### config.mk
export PLATFORM = sky130hd
export DESIGN_NAME = multi_worker_stall_watchdog
export DESIGN_NICKNAME = d
export VERILOG_FILES = /design/src/design/mswd_pkg.sv /design/src/design/mswd_slot_regs.sv /design/src/design/mswd_step_unit.sv /design/src/design/multi_worker_stall_watchdog.sv
export SDC_FILE = /design/constraint.sdc
export NUM_CORES = 1
export LEC_CHECK = 0
export ABC_CLOCK_PERIOD_IN_PS = 8750
export BUFFER_PORTS_ARGS = -buffer_cell sky130_fd_sc_hd__buf_2
export CAP_MARGIN = 20
export CORE_MARGIN = 2
export CORE_UTILIZATION = 54
export CTS_BUF_LIST = sky130_fd_sc_hd__clkbuf_8
export DETAILED_ROUTE_END_ITERATION = 10
export MAX_ROUTING_LAYER = met4
export PLACE_DENSITY = 0.71
export SETUP_SLACK_MARGIN = 0.3
export SLEW_MARGIN = 20
export SYNTH_ARGS = -nofsm -noshare
export SYNTH_HDL_FRONTEND = slang
export SYNTH_SLANG_ARGS = --single-unit
### constraint.sdc
create_clock -name clk -period 8.75 [get_ports clk]
set_input_delay 0.4375 -clock clk [delete_from_list [all_inputs] [get_ports clk]]
set_output_delay 0.4375 -clock clk [all_outputs]
set_load 0.03 [all_outputs]
### src/design/mswd_pkg.sv
// shared types, request codes, register indexes and reset values for the
// multi-worker stall watchdog; no dependencies
`default_nettype none

package mswd_pkg;

	localparam int NUM_WORKERS      = 8;
	localparam int TICK_COUNT_WIDTH = 32;
	localparam int SLOT_W           = (NUM_WORKERS > 1) ? $clog2(NUM_WORKERS) : 1;
	localparam int LIMIT_W          = 32;
	localparam int CMP_W            = (TICK_COUNT_WIDTH > LIMIT_W) ? TICK_COUNT_WIDTH : LIMIT_W;
	localparam int INTERVAL_W       = 16;

	localparam logic [2:0] REQ_TICK      = 3'd0;
	localparam logic [2:0] REQ_REGISTER  = 3'd1;
	localparam logic [2:0] REQ_RELEASE   = 3'd2;
	localparam logic [2:0] REQ_HEARTBEAT = 3'd3;
	localparam logic [2:0] REQ_INACTIVE  = 3'd4;
	localparam logic [2:0] REQ_QUEUE     = 3'd5;

	localparam int         CFG_IDX_W        = 1;
	localparam logic [0:0] CFG_STALL_LIMIT  = 1'b0;
	localparam logic [0:0] CFG_MON_INTERVAL = 1'b1;

	localparam logic [LIMIT_W-1:0]    STALL_LIMIT_RST  = 32'd3000;
	localparam logic [INTERVAL_W-1:0] MON_INTERVAL_RST = 16'd250;

	typedef struct packed {
		logic [2:0]  req_type;
		logic [2:0]  worker_slot;
		logic [15:0] queue_size;
	} req_t;

	typedef struct packed {
		logic [2:0] restart_slot;
		logic       last_restart;
	} rsp_t;

	// control from the sequencer to the slot registers
	typedef struct packed {
		logic              cmd_en;
		logic [2:0]        cmd;
		logic [SLOT_W-1:0] cmd_slot;
		logic              step_en;
		logic [SLOT_W-1:0] step_idx;
		logic              hit;
	} slot_op_t;

	// flags of the slot under the walk pointer
	typedef struct packed {
		logic used;
		logic active;
		logic latched;
	} slot_view_t;

endpackage

`default_nettype wire

### src/design/mswd_slot_regs.sv
// per-slot state: in-use, active, restart latch and tick count
// depends on mswd_pkg
`default_nettype none

module mswd_slot_regs (
	input  wire logic                                 clk,
	input  wire logic                                 arst_n,
	input  wire mswd_pkg::slot_op_t                   op,
	input  wire logic [mswd_pkg::TICK_COUNT_WIDTH-1:0] cnt_nxt,
	output mswd_pkg::slot_view_t                      view,
	output logic [mswd_pkg::TICK_COUNT_WIDTH-1:0]     cnt_rd,
	output logic                                      any_used
);

	logic [mswd_pkg::NUM_WORKERS-1:0]      used_q;
	logic [mswd_pkg::NUM_WORKERS-1:0]      active_q;
	logic [mswd_pkg::NUM_WORKERS-1:0]      latched_q;
	logic [mswd_pkg::TICK_COUNT_WIDTH-1:0] count_q [mswd_pkg::NUM_WORKERS];

	always_ff @(posedge clk or negedge arst_n) begin
		if (!arst_n) begin
			used_q    <= '0;
			active_q  <= '0;
			latched_q <= '0;
			for (int i = 0; i < mswd_pkg::NUM_WORKERS; i++) begin
				count_q[i] <= '0;
			end
		end else begin
			if (op.cmd_en) begin
				case (op.cmd)
					mswd_pkg::REQ_REGISTER: begin
						used_q[op.cmd_slot]    <= 1'b1;
						active_q[op.cmd_slot]  <= 1'b1;
						latched_q[op.cmd_slot] <= 1'b0;
						count_q[op.cmd_slot]   <= '0;
					end
					mswd_pkg::REQ_RELEASE: begin
						used_q[op.cmd_slot]    <= 1'b0;
						active_q[op.cmd_slot]  <= 1'b0;
						latched_q[op.cmd_slot] <= 1'b0;
						count_q[op.cmd_slot]   <= '0;
					end
					mswd_pkg::REQ_HEARTBEAT: begin
						if (used_q[op.cmd_slot]) begin
							active_q[op.cmd_slot] <= 1'b1;
							count_q[op.cmd_slot]  <= '0;
						end
					end
					mswd_pkg::REQ_INACTIVE: begin
						if (used_q[op.cmd_slot]) begin
							active_q[op.cmd_slot] <= 1'b0;
						end
					end
					default: begin
					end
				endcase
			end
			if (op.step_en) begin
				count_q[op.step_idx] <= cnt_nxt;
				if (op.hit) begin
					latched_q[op.step_idx] <= 1'b1;
					active_q[op.step_idx]  <= 1'b0;
				end
			end
		end
	end

	assign view.used    = used_q[op.step_idx];
	assign view.active  = active_q[op.step_idx];
	assign view.latched = latched_q[op.step_idx];
	assign cnt_rd       = count_q[op.step_idx];
	assign any_used     = |used_q;

endmodule

`default_nettype wire

### src/design/mswd_step_unit.sv
// shared unit: saturating count increment and stall-limit compare for one slot
// depends on mswd_pkg
`default_nettype none

module mswd_step_unit (
	input  wire logic [mswd_pkg::TICK_COUNT_WIDTH-1:0] cnt_rd,
	input  wire mswd_pkg::slot_view_t                  view,
	input  wire logic [mswd_pkg::LIMIT_W-1:0]          stall_limit,
	input  wire logic                                  check_en,
	output logic [mswd_pkg::TICK_COUNT_WIDTH-1:0]      cnt_nxt,
	output logic                                       hit
);

	logic over;

	always_comb begin
		cnt_nxt = (&cnt_rd) ? cnt_rd : cnt_rd + 1'b1;
		over    = mswd_pkg::CMP_W'(cnt_nxt) > mswd_pkg::CMP_W'(stall_limit);
		hit     = check_en && view.used && view.active && !view.latched && over;
	end

endmodule

`default_nettype wire

### src/design/multi_worker_stall_watchdog.sv
// top level of the multi-worker stall watchdog: sequencer, config registers
// depends on mswd_pkg, mswd_slot_regs, mswd_step_unit
//
//  port group   | signals                        | handshake
//  -------------+--------------------------------+-------------------------------
//  request      | start, busy, req               | taken when start & !busy
//  result       | rsp_valid, rsp                 | one-cycle strobe, no stall
//  config       | cfg_we, cfg_index, cfg_wdata   | written when cfg_we is high
//
// non-tick requests finish in the cycle they are taken; busy stays low
// a tick holds busy through the walk and flush states: one slot per cycle goes through
// the shared increment/compare unit, then the flush state emits the held result
// a restart word is held until the next hit or the flush state, then registered;
// the final word of a check shows in the first cycle after busy drops
// reset clears every slot, the interval counter and the pending flag at once
`default_nettype none

module multi_worker_stall_watchdog (
	input  wire logic                               clk,
	input  wire logic                               arst_n,
	input  wire logic                               start,
	output logic                                    busy,
	input  wire mswd_pkg::req_t                     req,
	output logic                                    rsp_valid,
	output mswd_pkg::rsp_t                          rsp,
	input  wire logic                               cfg_we,
	input  wire logic [mswd_pkg::CFG_IDX_W-1:0]     cfg_index,
	input  wire logic [mswd_pkg::LIMIT_W-1:0]       cfg_wdata
);

	typedef enum logic [1:0] {
		ST_IDLE,
		ST_WALK,
		ST_FLUSH
	} state_t;

	state_t                              state_q;
	logic [mswd_pkg::SLOT_W-1:0]         idx_q;
	logic [mswd_pkg::SLOT_W-1:0]         pend_slot_q;
	logic                                pend_v_q;
	logic                                check_en_q;
	logic                                work_pending_q;
	logic [mswd_pkg::INTERVAL_W-1:0]     interval_q;
	logic [mswd_pkg::LIMIT_W-1:0]        stall_limit_q;
	logic [mswd_pkg::INTERVAL_W-1:0]     mon_interval_q;
	logic                                rsp_valid_q;
	mswd_pkg::rsp_t                      rsp_q;

	mswd_pkg::slot_op_t                      op;
	mswd_pkg::slot_view_t                    view;
	logic [mswd_pkg::TICK_COUNT_WIDTH-1:0]   cnt_rd;
	logic [mswd_pkg::TICK_COUNT_WIDTH-1:0]   cnt_nxt;
	logic                                    hit;
	logic                                    any_used;
	logic                                    take;
	logic                                    slot_ok;
	logic [mswd_pkg::INTERVAL_W-1:0]         interval_nxt;
	logic                                    due;

	assign take    = start && (state_q == ST_IDLE);
	assign slot_ok = int'(req.worker_slot) < mswd_pkg::NUM_WORKERS;

	always_comb begin
		interval_nxt = (&interval_q) ? interval_q : interval_q + 1'b1;
		due          = interval_nxt >= mon_interval_q;

		op.cmd_en   = take && (req.req_type != mswd_pkg::REQ_TICK) && slot_ok;
		op.cmd      = req.req_type;
		op.cmd_slot = mswd_pkg::SLOT_W'(req.worker_slot);
		op.step_en  = (state_q == ST_WALK);
		op.step_idx = idx_q;
		op.hit      = hit;
	end

	mswd_slot_regs u_slots (
		.clk      (clk),
		.arst_n   (arst_n),
		.op       (op),
		.cnt_nxt  (cnt_nxt),
		.view     (view),
		.cnt_rd   (cnt_rd),
		.any_used (any_used)
	);

	mswd_step_unit u_step (
		.cnt_rd      (cnt_rd),
		.view        (view),
		.stall_limit (stall_limit_q),
		.check_en    (check_en_q),
		.cnt_nxt     (cnt_nxt),
		.hit         (hit)
	);

	always_ff @(posedge clk or negedge arst_n) begin
		if (!arst_n) begin
			stall_limit_q  <= mswd_pkg::STALL_LIMIT_RST;
			mon_interval_q <= mswd_pkg::MON_INTERVAL_RST;
		end else if (cfg_we) begin
			case (cfg_index)
				mswd_pkg::CFG_STALL_LIMIT:  stall_limit_q  <= cfg_wdata;
				mswd_pkg::CFG_MON_INTERVAL: mon_interval_q <= cfg_wdata[mswd_pkg::INTERVAL_W-1:0];
				default: begin
				end
			endcase
		end
	end

	always_ff @(posedge clk or negedge arst_n) begin
		if (!arst_n) begin
			state_q        <= ST_IDLE;
			idx_q          <= '0;
			pend_slot_q    <= '0;
			pend_v_q       <= 1'b0;
			check_en_q     <= 1'b0;
			work_pending_q <= 1'b0;
			interval_q     <= '0;
			rsp_valid_q    <= 1'b0;
			rsp_q          <= '0;
		end else begin
			case (state_q)
				ST_IDLE: begin
					rsp_valid_q <= 1'b0;
					if (take) begin
						case (req.req_type)
							mswd_pkg::REQ_TICK: begin
								interval_q <= due ? '0 : interval_nxt;
								check_en_q <= due && work_pending_q && any_used;
								idx_q      <= '0;
								pend_v_q   <= 1'b0;
								state_q    <= ST_WALK;
							end
							mswd_pkg::REQ_QUEUE: begin
								work_pending_q <= |req.queue_size;
							end
							default: begin
							end
						endcase
					end
				end
				ST_WALK: begin
					// hold each restart until the next hit or the flush so the final word can be flagged
					rsp_valid_q <= hit && pend_v_q;
					if (hit) begin
						if (pend_v_q) begin
							rsp_q.restart_slot  <= 3'(pend_slot_q);
							rsp_q.last_restart  <= 1'b0;
						end
						pend_slot_q <= idx_q;
						pend_v_q    <= 1'b1;
					end
					if (idx_q == mswd_pkg::SLOT_W'(mswd_pkg::NUM_WORKERS - 1)) begin
						state_q <= ST_FLUSH;
					end else begin
						idx_q <= idx_q + 1'b1;
					end
				end
				ST_FLUSH: begin
					rsp_valid_q <= pend_v_q;
					if (pend_v_q) begin
						rsp_q.restart_slot <= 3'(pend_slot_q);
						rsp_q.last_restart <= 1'b1;
					end
					pend_v_q <= 1'b0;
					state_q  <= ST_IDLE;
				end
				default: begin
					rsp_valid_q <= 1'b0;
					state_q     <= ST_IDLE;
				end
			endcase
		end
	end

	assign busy      = (state_q != ST_IDLE);
	assign rsp_valid = rsp_valid_q;
	assign rsp       = rsp_q;

endmodule

`default_nettype wire

==> results.md <==
- Worst R2R Setup Slack: between 1.5 and 2 ns
- Clock Sinks: between 300 and 400
- Setup Buffers After CTS: 0
- Maxcap violations: 0
- Highest routing layer actually used: met4
- Area Overhead vs Synth: 11.1%
- Via density: around 6.4
- Pleak: ~9.7 nW
- Final instance area: 20,700 µm²
- I/O Buffers: 64
- Maximum clock rate: 0.142 GHz
- CP cell instances: buf_4 -> nand2_1 -> nor3b_1 -> a21oi_1 -> nor4_4 -> nand4_1 -> nand2_2 -> nor4_2 -> xor2_1 -> inv_1 -> ha_1 -> nand4_1 -> nor4_1 -> nand4_1 -> nand3_1 -> nor4_1 -> nand2_1 -> a21oi_1 -> buf_4 -> o21ai_0 -> mux2_2
- WL per Instance: 23.9 µm
- Largest net degree at the start of global routing: 95
- Share of the synthesized area in the top cell type: 46.5%
- Routed wl met3: between 4 and 5 mm
- CP max stage cell: dfrtp_4
- Worst Max-Slew Pin Slew: 0.995 ns
- Leading area contributor after synthesis: dfrtp_1
- M1 WL: about 22 mm
- Top Family by Delay on Critical Path: simple AND/OR/NAND/NOR gates
- First DRT Iteration DRCs: 1,361
- GP Congestion: 0.909
- CP Launch Type: flop
- Commonest cells in the netlist: dfrtp_1, a22o_1, nand2_1, o21ai_0, nor2_1
- Req. time, crit path: roughly 9 ns
- Status: finished, final reports clean
- DRC: 0
- Net Count, Synth: approximately 1,700
- Final worst slack: 1.71 ns
- CTS Buffer Depth: 3
- Clk pwr share: 32.4%
- Syn_area_per_cell: between 10 and 15 µm²
- Sequential power share: 42.4%
- Internal power: 3.14 mW
- Power, Total: 4.75 mW
- Largest fanout on the critical path: between 40 and 50
- Initial antenna violation count: 0
- Pre-CTS setup slack: 1.80 ns
- Share of layout cells above drive strength 1: 21.2%
- Top cells by area, synth: dfrtp_1, a22o_1, mux4_2
- WL final: 52.1 mm
- Most common cell in the netlist: dfrtp_1
- Worst EP arrival: between 7 and 8 ns
- Max VDD drop: 0.136 mV
- Sw Share: 33.9%
- Clock slew at reported path FFs: 0.07 ns
- Async SR Flop Fraction: 100%
- Overall routing resource usage: a little under a third
- Gate power share: 25.1%
- Worst Setup End Kind: flop
- DP Wirelength: about 33 mm
- First-pass GRT wire length: approximately 83 mm
- # resized after CTS: 0
- Endpoints failing hold: 0
- Synthesized instance count: approximately 1,600
- Worst Hold Class: in2reg
- RSZ-0062 raised after global routing: false
- Post-DP Area: slightly below 20,000 µm²
- CTS Buf Count: between 50 and 60
- Cell Area, Synth: between 15,000 and 20,000 µm²
- Final Cycle Share: 80.4%
- Die W: 190 µm
- Crit path largest cell delay: roughly 0.81 ns
- Synth Flop Type: dfrtp_1
- Drt first pass iters: 6
- Antenna Cells: 0
- Psw: 1.61 mW
- Total global routing overflow: 0
- Root buffer cell: clkbuf_8
- Starting Density: 54.4%
- Core ar.: about 34,000 µm²
- Post-layout net count: 1,796
- Setup violators final: 0
- Sequential area share after synthesis: 48.4%
- Setup CP Type: reg2reg
- DR vias: 13,900
- Die H: around 190 µm
- Remaining antenna violation count: 0
- CTS tree: built
- Total die area: 36,100 µm²
- Relative slew margins: 33.7%
- Slew Limit Fails: 0
- Netlist cell types: 96
- Cell Rows: 68
- Post-cts hold buffer count: 10
- Cell Pwr Density: 229 nW/µm²
- Setup TNS: 0 ns
- Most used cell, CP: nand4_1
- YS warnings: 0
- CTS HTree Levels: 2
- Max Clock Skew: 0.0263 ns
- Met2 routed WL: 24.3 mm
- Post-route core utilization: 60.4%
- Synth Register Bits: 360
- CP Buf/Inv Count: 3
- Min Tclk post-route: just over 7 ns
- EDFF count, synth: 0
- Top Ports: 65
- Worst skew pair latency: 0.63 ns
- Vias in the first global route: 14,300
cell families after synthesis:
kind of cell | Yosys count | synth area share, %
AOI/OAI and AO/OA | 461 | 18.3
and+or+nand+nor | 408 | 11.4
DFF | 360 | 48.4
buffers and inverters | 163 | 4.12
muxes | 133 | 11.5
adders and majority gates | 56 | 3.75
xor gates and xnor gates | 35 | 2.57
state kept, by name, summed over array words and instances, names as in the netlist, named ones only:
name	flops
pend_v_q	1
mon_interval_q	16
idx_q	3
rsp	4
work_pending_q	1
state_q	2
interval_q	16
u_slots.count_q	256
check_en_q	1
rsp_valid	1
u_slots.active_q	8
stall_limit_q	32
pend_slot_q	3
u_slots.latched_q	8
stage by stage:
stage	hold slack [ns]	instances
floorplan	0.142	1616
global placement	0.453	2062
detailed placement	0.466	2062
CTS	0.00146	2181
global route	0.0171	2184
finish	0.0260	2184
power groups by stage:
stage	sequential, mW	combinational (mW)	clock, mW
final	2.01	1.19	1.54
after detailed placement	2.04	1.17	0
after global placement	2.03	1.14	0
after floorplan	1.96	0.885	0
after global routing	2.04	1.30	1.65
after CTS	2.01	1.18	1.57
final cells by class:
class / count / area (µm²)
clock buffer: 76 / 1050
clock inverter: 33 / 210
multi-input combinational: 1093 / 8930
tap: 455 / 569
sequential: 360 / 9030
inverter: 66 / 248
fill: 2730 / 13600
timing repair buffer: 101 / 686
layout by cell type, fill, tap and decap left out, drive strengths merged, types with 10 or more instances in the layout:
master,Yosys,routed
mux2,44,44
nor4,16,16
ha,56,56
nor3,24,24
a21oi,40,40
clkbuf,55,76
xor2,13,13
nand3,42,42
mux2i,33,33
a22o,223,223
nand2,146,146
nand2b,12,12
o21ai,110,110
nor2b,19,19
inv,66,85
xnor2,22,22
clkinv,0,11
nand4,17,17
buf,42,91
nor2,79,79
dfstp,13,13
dfrtp,347,347
a21o,21,21
dlygate4sd3,0,10
mux4,56,56
tightest hold or removal path, cell delays in order:
cell     delay (ns)
buf_2          0.09
nand2_1        0.04
o21ai_0        0.05
path summary, 6_finish.rpt:
| check | startpoint | to | cells after the start |
|---|---|---|---|
| setup / recovery | idx_q[1] | rsp[3] | 21 |
| hold reg to reg | u_slots.count_q[217] | u_slots.count_q[217] | 2 |
| max in group asynchronous | arst_n | u_slots.count_q[56] | 3 |
| setup reg to reg | idx_q[1] | rsp[3] | 21 |
| hold / removal | cfg_wdata[14] | stall_limit_q[14] | 3 |
| min in group asynchronous | arst_n | stall_limit_q[21] | 2 |
metal layers:
layer | GRT usage, % | up-vias
met4 | 10.7 | 0
met5 | - | -
met3 | 5.52 | 127
met2 | 46.7 | 610
li1 | - | 6179
met1 | 41.5 | 6992
No activity file was read; power rests on OpenSTA's default activity.
